### config.mk
export PLATFORM = sky130hd
export DESIGN_NAME = copy_field_escape_encoder
export DESIGN_NICKNAME = d
export VERILOG_FILES = /design/src/rtl/core/cfee_pkg.sv /design/src/rtl/core/copy_field_escape_encoder.sv /design/src/rtl/core/cfee_front.sv /design/src/rtl/core/cfee_queue.sv /design/src/rtl/core/cfee_back.sv
export SDC_FILE = /design/constraint.sdc
export NUM_CORES = 1
export LEC_CHECK = 0
export ABC_CLOCK_PERIOD_IN_PS = 2450
export BUFFER_PORTS_ARGS = -buffer_cell sky130_fd_sc_hd__buf_2
export CAP_MARGIN = 5
export CORE_ASPECT_RATIO = 1.75
export CORE_MARGIN = 2
export CORE_UTILIZATION = 40
export DETAILED_ROUTE_END_ITERATION = 10
export HOLD_SLACK_MARGIN = 0.15
export MAX_ROUTING_LAYER = met4
export PLACE_DENSITY = 0.7
export REMOVE_ABC_BUFFERS = 1
export SYNTH_ARGS = -nofsm -noshare
export SYNTH_HDL_FRONTEND = slang
export SYNTH_SLANG_ARGS = --single-unit
export TNS_END_PERCENT = 5
### constraint.sdc
create_clock -name clk -period 2.45 [get_ports clk]
set_input_delay 0.1225 -clock clk [delete_from_list [all_inputs] [get_ports clk]]
set_output_delay 0.1225 -clock clk [all_outputs]
set_load 0.03 [all_outputs]
### src/rtl/core/cfee_pkg.sv
// Shared types, constants and escape functions for the copy-field escape encoder.
`default_nettype none

package cfee_pkg;

  localparam int QUEUE_DEPTH = 2;

  localparam logic [7:0] CHAR_BACKSLASH = 8'h5C;
  localparam logic [7:0] CHAR_ZERO      = 8'h30;
  localparam logic [7:0] CHAR_T         = 8'h74;
  localparam logic [7:0] CHAR_N         = 8'h6E;
  localparam logic [7:0] CHAR_R         = 8'h72;
  localparam logic [7:0] CHAR_TAB       = 8'h09;
  localparam logic [7:0] CHAR_LF        = 8'h0A;
  localparam logic [7:0] CHAR_CR        = 8'h0D;
  localparam logic [7:0] PRINT_LOW      = 8'd32;
  localparam logic [7:0] PRINT_HIGH     = 8'd126;

  localparam logic MODE_TEXT   = 1'b0;
  localparam logic MODE_BINARY = 1'b1;

  typedef enum logic [1:0] {
    KIND_PASS  = 2'd0,
    KIND_PAIR  = 2'd1,
    KIND_QUAD  = 2'd2,
    KIND_OCTAL = 2'd3
  } kind_t;

  typedef struct packed {
    logic [7:0] in_byte;
    logic       datum_end_in;
  } in_req_t;

  typedef struct packed {
    logic [7:0] out_byte;
    logic       run_last;
    logic       datum_end_out;
  } out_req_t;

  // For a pair escape, data holds the letter that follows the backslash.
  typedef struct packed {
    kind_t      kind;
    logic [7:0] data;
    logic       datum_end;
  } cmd_t;

  typedef struct packed {
    logic full;
    logic empty;
  } q_status_t;

  function automatic cmd_t classify(input logic mode, input in_req_t req);
    cmd_t c;
    c.kind      = KIND_PASS;
    c.data      = req.in_byte;
    c.datum_end = req.datum_end_in;
    if (mode == MODE_BINARY) begin
      if (req.in_byte == CHAR_BACKSLASH) begin
        c.kind = KIND_QUAD;
      end else if (req.in_byte < PRINT_LOW || req.in_byte > PRINT_HIGH) begin
        c.kind = KIND_OCTAL;
      end
    end else begin
      case (req.in_byte)
        CHAR_TAB: begin
          c.kind = KIND_PAIR;
          c.data = CHAR_T;
        end
        CHAR_LF: begin
          c.kind = KIND_PAIR;
          c.data = CHAR_N;
        end
        CHAR_CR: begin
          c.kind = KIND_PAIR;
          c.data = CHAR_R;
        end
        CHAR_BACKSLASH: begin
          c.kind = KIND_PAIR;
          c.data = CHAR_BACKSLASH;
        end
        default: begin
          c.kind = KIND_PASS;
        end
      endcase
    end
    return c;
  endfunction

  function automatic logic [2:0] run_length(input kind_t kind);
    logic [2:0] len;
    case (kind)
      KIND_PASS:  len = 3'd1;
      KIND_PAIR:  len = 3'd2;
      KIND_QUAD:  len = 3'd4;
      KIND_OCTAL: len = 3'd5;
      default:    len = 3'd1;
    endcase
    return len;
  endfunction

  function automatic logic [7:0] run_byte(input cmd_t c, input logic [2:0] pos);
    logic [7:0] b;
    case (c.kind)
      KIND_PASS:  b = c.data;
      KIND_PAIR:  b = (pos == 3'd0) ? CHAR_BACKSLASH : c.data;
      KIND_QUAD:  b = CHAR_BACKSLASH;
      KIND_OCTAL: begin
        case (pos)
          3'd2:    b = CHAR_ZERO | {6'd0, c.data[7:6]};
          3'd3:    b = CHAR_ZERO | {5'd0, c.data[5:3]};
          3'd4:    b = CHAR_ZERO | {5'd0, c.data[2:0]};
          default: b = CHAR_BACKSLASH;
        endcase
      end
      default:    b = c.data;
    endcase
    return b;
  endfunction

endpackage

`default_nettype wire

### src/rtl/core/copy_field_escape_encoder.sv
// Top level of the copy-field escape encoder: mode register, front end, queue and back end.
//
//   Channel  Direction  Handshake            Payload
//   in       input      in_valid / in_stall  in_req  (in_byte, datum_end_in)
//   out      output     out_valid/out_stall  out_req (out_byte, run_last, datum_end_out)
//   cfg      input      cfg_write            cfg_data (escape_mode)
//
// The back end emits one output byte per cycle while out_stall is low, and an input
// request expands into one to five output bytes: one for a plain byte, two for a
// text escape, four for a binary backslash and five for an octal escape.
// A new input request is taken whenever the command queue has room; the queue
// holds QUEUE_DEPTH commands. Reset is synchronous and clears the mode, the queue
// and the output valid; the first request can be taken in the cycle after reset.
`default_nettype none

module copy_field_escape_encoder #(
  parameter int QUEUE_DEPTH = cfee_pkg::QUEUE_DEPTH
) (
  input  wire                 clk,
  input  wire                 rst,
  input  wire                 cfg_write,
  input  wire                 cfg_data,
  input  wire                 in_valid,
  output logic                in_stall,
  input  cfee_pkg::in_req_t   in_req,
  output logic                out_valid,
  input  wire                 out_stall,
  output cfee_pkg::out_req_t  out_req
);

  logic                escape_mode;
  logic                push;
  logic                pop;
  cfee_pkg::cmd_t      push_cmd;
  cfee_pkg::cmd_t      head_cmd;
  cfee_pkg::q_status_t q_status;

  always_ff @(posedge clk) begin
    if (rst) begin
      escape_mode <= cfee_pkg::MODE_TEXT;
    end else if (cfg_write) begin
      escape_mode <= cfg_data;
    end
  end

  cfee_front u_front (
    .rst         (rst),
    .escape_mode (escape_mode),
    .in_valid    (in_valid),
    .in_stall    (in_stall),
    .in_req      (in_req),
    .q_status    (q_status),
    .push        (push),
    .push_cmd    (push_cmd)
  );

  cfee_queue #(
    .DEPTH (QUEUE_DEPTH)
  ) u_queue (
    .clk      (clk),
    .rst      (rst),
    .push     (push),
    .push_cmd (push_cmd),
    .pop      (pop),
    .head_cmd (head_cmd),
    .q_status (q_status)
  );

  cfee_back u_back (
    .clk       (clk),
    .rst       (rst),
    .head_cmd  (head_cmd),
    .q_status  (q_status),
    .pop       (pop),
    .out_valid (out_valid),
    .out_stall (out_stall),
    .out_req   (out_req)
  );

  a_queue_sane: assert property (@(posedge clk) disable iff (rst)
    !(q_status.full && q_status.empty))
    else $error("queue reports full and empty at once");

  a_push_lands: assert property (@(posedge clk) disable iff (rst)
    (in_valid && !in_stall) |=> !q_status.empty)
    else $error("accepted request did not reach the queue");

  a_end_on_last: assert property (@(posedge clk) disable iff (rst)
    (out_valid && out_req.datum_end_out) |-> out_req.run_last)
    else $error("datum end flagged on a byte that is not the last of its run");

  a_pop_nonempty: assert property (@(posedge clk) disable iff (rst)
    pop |-> !q_status.empty)
    else $error("back end popped an empty queue");

endmodule

`default_nettype wire

### src/rtl/core/cfee_front.sv
// Front end: accepts input requests and classifies each byte into an escape command.
`default_nettype none

module cfee_front (
  input  wire                  rst,
  input  wire                  escape_mode,
  input  wire                  in_valid,
  output logic                 in_stall,
  input  cfee_pkg::in_req_t    in_req,
  input  cfee_pkg::q_status_t  q_status,
  output logic                 push,
  output cfee_pkg::cmd_t       push_cmd
);

  assign in_stall = rst || q_status.full;
  assign push     = in_valid && !in_stall;
  assign push_cmd = cfee_pkg::classify(escape_mode, in_req);

endmodule

`default_nettype wire

### src/rtl/core/cfee_queue.sv
// Short command queue between the front end and the back end.
`default_nettype none

module cfee_queue #(
  parameter int DEPTH = cfee_pkg::QUEUE_DEPTH
) (
  input  wire                  clk,
  input  wire                  rst,
  input  wire                  push,
  input  cfee_pkg::cmd_t       push_cmd,
  input  wire                  pop,
  output cfee_pkg::cmd_t       head_cmd,
  output cfee_pkg::q_status_t  q_status
);

  localparam int PTR_W = (DEPTH > 1) ? $clog2(DEPTH) : 1;
  localparam int CNT_W = $clog2(DEPTH + 1);

  cfee_pkg::cmd_t entries [DEPTH];
  logic [PTR_W-1:0] wr_ptr;
  logic [PTR_W-1:0] rd_ptr;
  logic [CNT_W-1:0] count;

  logic do_push;
  logic do_pop;

  assign q_status.full  = (count == CNT_W'(DEPTH));
  assign q_status.empty = (count == '0);
  assign do_push = push && !q_status.full;
  assign do_pop  = pop && !q_status.empty;
  assign head_cmd = entries[rd_ptr];

  always_ff @(posedge clk) begin
    if (do_push) begin
      entries[wr_ptr] <= push_cmd;
    end
  end

  always_ff @(posedge clk) begin
    if (rst) begin
      wr_ptr <= '0;
      rd_ptr <= '0;
      count  <= '0;
    end else begin
      if (do_push) begin
        wr_ptr <= (wr_ptr == PTR_W'(DEPTH - 1)) ? '0 : wr_ptr + PTR_W'(1);
      end
      if (do_pop) begin
        rd_ptr <= (rd_ptr == PTR_W'(DEPTH - 1)) ? '0 : rd_ptr + PTR_W'(1);
      end
      if (do_push && !do_pop) begin
        count <= count + CNT_W'(1);
      end else if (do_pop && !do_push) begin
        count <= count - CNT_W'(1);
      end
    end
  end

endmodule

`default_nettype wire

### src/rtl/core/cfee_back.sv
// Back end: expands queued commands into registered output bytes, one per unstalled cycle.
`default_nettype none

module cfee_back (
  input  wire                  clk,
  input  wire                  rst,
  input  cfee_pkg::cmd_t       head_cmd,
  input  cfee_pkg::q_status_t  q_status,
  output logic                 pop,
  output logic                 out_valid,
  input  wire                  out_stall,
  output cfee_pkg::out_req_t   out_req
);

  logic [2:0] pos;
  logic [2:0] pos_next;
  logic       load;
  logic       at_last;

  assign load    = (!out_valid || !out_stall) && !q_status.empty;
  assign at_last = (pos == cfee_pkg::run_length(head_cmd.kind) - 3'd1);
  assign pop     = load && at_last;

  always_comb begin
    pos_next = pos;
    if (load) begin
      pos_next = at_last ? 3'd0 : pos + 3'd1;
    end
  end

  always_ff @(posedge clk) begin
    if (rst) begin
      out_valid <= 1'b0;
      pos       <= 3'd0;
    end else begin
      pos <= pos_next;
      if (load) begin
        out_valid <= 1'b1;
      end else if (!out_stall) begin
        out_valid <= 1'b0;
      end
    end
  end

  always_ff @(posedge clk) begin
    if (load) begin
      out_req.out_byte      <= cfee_pkg::run_byte(head_cmd, pos);
      out_req.run_last      <= at_last;
      out_req.datum_end_out <= at_last && head_cmd.datum_end;
    end
  end

endmodule

`default_nettype wire
==> metrics list <==
* Max Fanout on Critical Path: 4
* Number of antenna cells inserted: 0
- Routed wire length per instance: 13.5 um
- Fraction of the cycle the final worst path needs: 97.1%
* Total core area: 0.00517 mm^2
- Clock buffer count from CTS: 5
- In the synthesized netlist, the number of instances is 173.
- Area growth syn-to-layout: 24.9%
- For this configuration, the core starts out at a cell density of 40.7%.
- After clock tree synthesis, the clock-pin slew on the worst setup and hold paths is 0.08 ns.
- Critical path arrival: 2.62 ns
* Achievable Freq: roughly 0.42 GHz
* Largest net degree at the start of global routing: 15
* Worst Clk Skew: about 0.0033 ns
- The library cell used most frequently in the layout, excluding fill and tap cells, is sky130_fd_sc_hd__edfxtp_1.
- The min-delay analysis places its worst path in the category in2reg.
- Reg2reg path depth: 11
- Remaining antenna violation count after routing: 0
- Placed wire-length estimate: 2670 um
- The final count of hold timing violations came to 0.
- Sort of element at the end of the critical path: register
- After global routing the overflow that remains totals 0.
- For this run, design rule violations remaining after detail routing come to 0.
- Vias in the first global route: 1420
- First-pass iteration count of the detailed router: 4
* Largest voltage drop on the vdd net: 0.000450 V
- The clock period could shrink to 2.38 ns.
- Post-detailed-route via-to-cell ratio: 5.20
* Number of buffers added on ports: 26
* CP startpoint kind: register
* Height of the chip: 100 um
* Setup slack, reg-to-reg: 0.07 ns
* Synth Cell Area: ~0.0021 mm^2
- Slew @ Worst Pin: about 0.48 ns
- Overall power consumption: 3.00 mW
- Worst Hold Path Cells: 2
* Sequential cell area fraction in the yosys report: 55.2%
- The first global-routing pass estimated 6080 um of wire.
- During synthesis, Yosys emitted a total of 0 warnings.
- At the end of routability-driven placement, the weighted congestion stood at a little under 0.8.
* Synth Flop Type: sky130_fd_sc_hd__edfxtp_1
- After routing, the total negative slack on setup checks comes to 0 ns.
- Worst-case clock buffer depth: 2
- The tool flagged a number of max-cap violations equal to 0.
- Die Wd: 58.8 um
* Required time at the endpoint of the critical path: between 2 and 3 ns
- The clock net in this run drives a total of 42 sinks.
* Async SR Flop Fraction: 0%
- Post-synth EDFFs: 32
- H-tree level count: 2
* Count of routing violations after the opening detailed-route iteration: 20
- Averaged over all synthesized cells, the footprint is 12.2 um^2.
* Row Count: 35
- The synthesized design contains 42 register bits.
- For this design the ratio of total power to cell area is 1140 mW/mm^2.
- Slew headroom: between 60% and 70%
- Crit Path Category: reg2reg
- The number of max-slew violations in the final report was 0.
- The worst hold path terminates at u_queue.count[1].
- Final net count: roughly 240
* Clock tree from TritonCTS: done
* Final-report setup violation count: 0
- Die outline area: 0.00588 mm^2
* Share of post-route cells with drive strength above 1: 30.9%
* Overall global routing resource usage: 14.0%
- In the layout the commonest cells are 32 x sky130_fd_sc_hd__edfxtp_1, 26 x sky130_fd_sc_hd__buf_2, 14 x sky130_fd_sc_hd__inv_1, 12 x sky130_fd_sc_hd__nor2_1, 12 x sky130_fd_sc_hd__buf_4.
- After synthesis, the netlist uses 46 different library cells.
- For this design the static power due to leakage is 0.990 nW.
- In this run the most critical hold path is launched from rst.
- Run status: finished clean
* Skew-Pair Late Insertion Delay: 0.30 ns
- For this block, the routed nets add up to 3710 um of wire.
* I/O pin count: 27
* RSZ-0062 raised after global routing: yes
- In this run the critical register-to-register path is captured at u_queue.count[1].
* Initial antenna violation count: 0
* Number of vias in the routed layout: 1431
- The tree is rooted in a sky130_fd_sc_hd__clkbuf_8.
==> logic make-up (layout without fill, tap and decap cells) <==
family | after synthesis | in the layout | share of synthesized area [%]
and+or+nand+nor | 47 | 47 | 13.0
DFF | 42 | 42 | 55.2
AOI/OAI and AO/OA | 34 | 34 | 10.9
buffers and inverters | 20 | 67 | 4.10
muxes | 13 | 13 | 6.36
adders and majority gates | 10 | 10 | 5.95
xor gates and xnor gates | 7 | 7 | 4.52
==> how the worst max path moves through the flow <==
stage / from / slack, ns / cells after the start / end
after CTS: register / 0.0008 / 9 / u_queue.count[1]
after global placement: register / 0.07 / 9 / u_queue.count[1]
after global routing: register / -0.05 / 10 / u_queue.count[1]
after detailed placement: register / -0.02 / 9 / u_queue.count[1]
after floorplan: register / -0.20 / 9 / u_queue.count[1]
final: register / 0.07 / 11 / u_queue.count[1]
==> routing by layer <==
layer	vias to the layer above	GRT usage, %	wire [um]
li1	723	-	-
met1	669	12.4	1340
met2	30	26.4	2150
met3	9	2.84	110
met4	0	7.17	104
met5	-	-	0
==> report_power, final <==
group / total [mW] / switching [mW] / leakage [nW] / internal [mW]
combinational: 1.25 / 0.742 / 0.542 / 0.509
clock: 0.653 / 0.245 / 0.0683 / 0.408
sequential: 1.09 / 0.0942 / 0.380 / 0.999
==> registers in the layout (all words and copies together) (netlist names), named ones only <==
name and flops:
escape_mode 1, u_back.out_req 10, u_back.out_valid 1, u_back.pos 3, u_queue.count 2, u_queue.entries 22, u_queue.rd_ptr 1, u_queue.wr_ptr 1
==> synth_stat cells (all sizes together), types with 2 or more instances <==
cell      n  share of area, %
edfxtp   32                46
nor4      3               1.2
a21oi    10               2.4
dfxtp    10               9.5
nand2b    3              0.89
nor2     12               2.1
nand2     8               1.4
mux2      3               1.6
o2bb2ai   2               1.1
and2      4               1.2
mux2i    10               4.8
a22oi     3               1.1
o22ai     6               1.8
o21ai     5               1.2
nor3      2              0.71
a32oi     2              0.83
xor2      5               3.7
ha       10               5.9
inv      16               2.9
clkbuf    3               1.0
xnor2     2              0.83
or3       3              0.89
nor3b     4               1.7
==> critical path, stage by stage, from the launching register on <==
cell	delay (ns)
sky130_fd_sc_hd__dfxtp_4	0.38
sky130_fd_sc_hd__mux2i_2	0.23
sky130_fd_sc_hd__buf_4	0.16
sky130_fd_sc_hd__inv_4	0.04
sky130_fd_sc_hd__ha_4	0.16
sky130_fd_sc_hd__xor2_4	0.16
sky130_fd_sc_hd__nor4_4	0.31
sky130_fd_sc_hd__inv_2	0.09
sky130_fd_sc_hd__ha_4	0.17
sky130_fd_sc_hd__xor2_2	0.14
sky130_fd_sc_hd__or3_4	0.37
sky130_fd_sc_hd__a21oi_2	0.11
==> through the flow <==
step | area, um^2 | setup slack (ns) | hold slack [ns] | util, % | cells
final | 2630 | 0.0722 | 0.141 | 50.9 | 275
after global placement | 2330 | 0.0704 | 0.326 | 45.1 | 257
after floorplan | 2080 | -0.196 | 0.192 | - | 169
after detailed placement | 2330 | -0.0155 | 0.324 | 45.1 | 257
after global routing | 2630 | -0.0541 | 0.179 | 50.9 | 275
after CTS | 2530 | 0.000835 | 0.154 | 49.0 | 271
==> area by class of cell <==
type / instances / area (um^2)
Sequential cell: 42 / 1160
Fill cell: 473 / 2540
Clock inverter: 3 / 68.8
Timing Repair Buffer: 43 / 270
Tap cell: 55 / 68.8
Inverter: 16 / 62.6
Clock buffer: 5 / 68.8
Multi-Input combinational cell: 111 / 925
==> timing repair <==
action | CTS | global route
hold buffers | 5 | 0
buffers inserted | 1 | 4
endpoints found under the setup margin | 1 | 1
endpoints found under the hold margin | 6 | 0
pin swaps | 1 | 3
gates resized for setup | 3 | 12
Power figures use the tool's default switching activity.
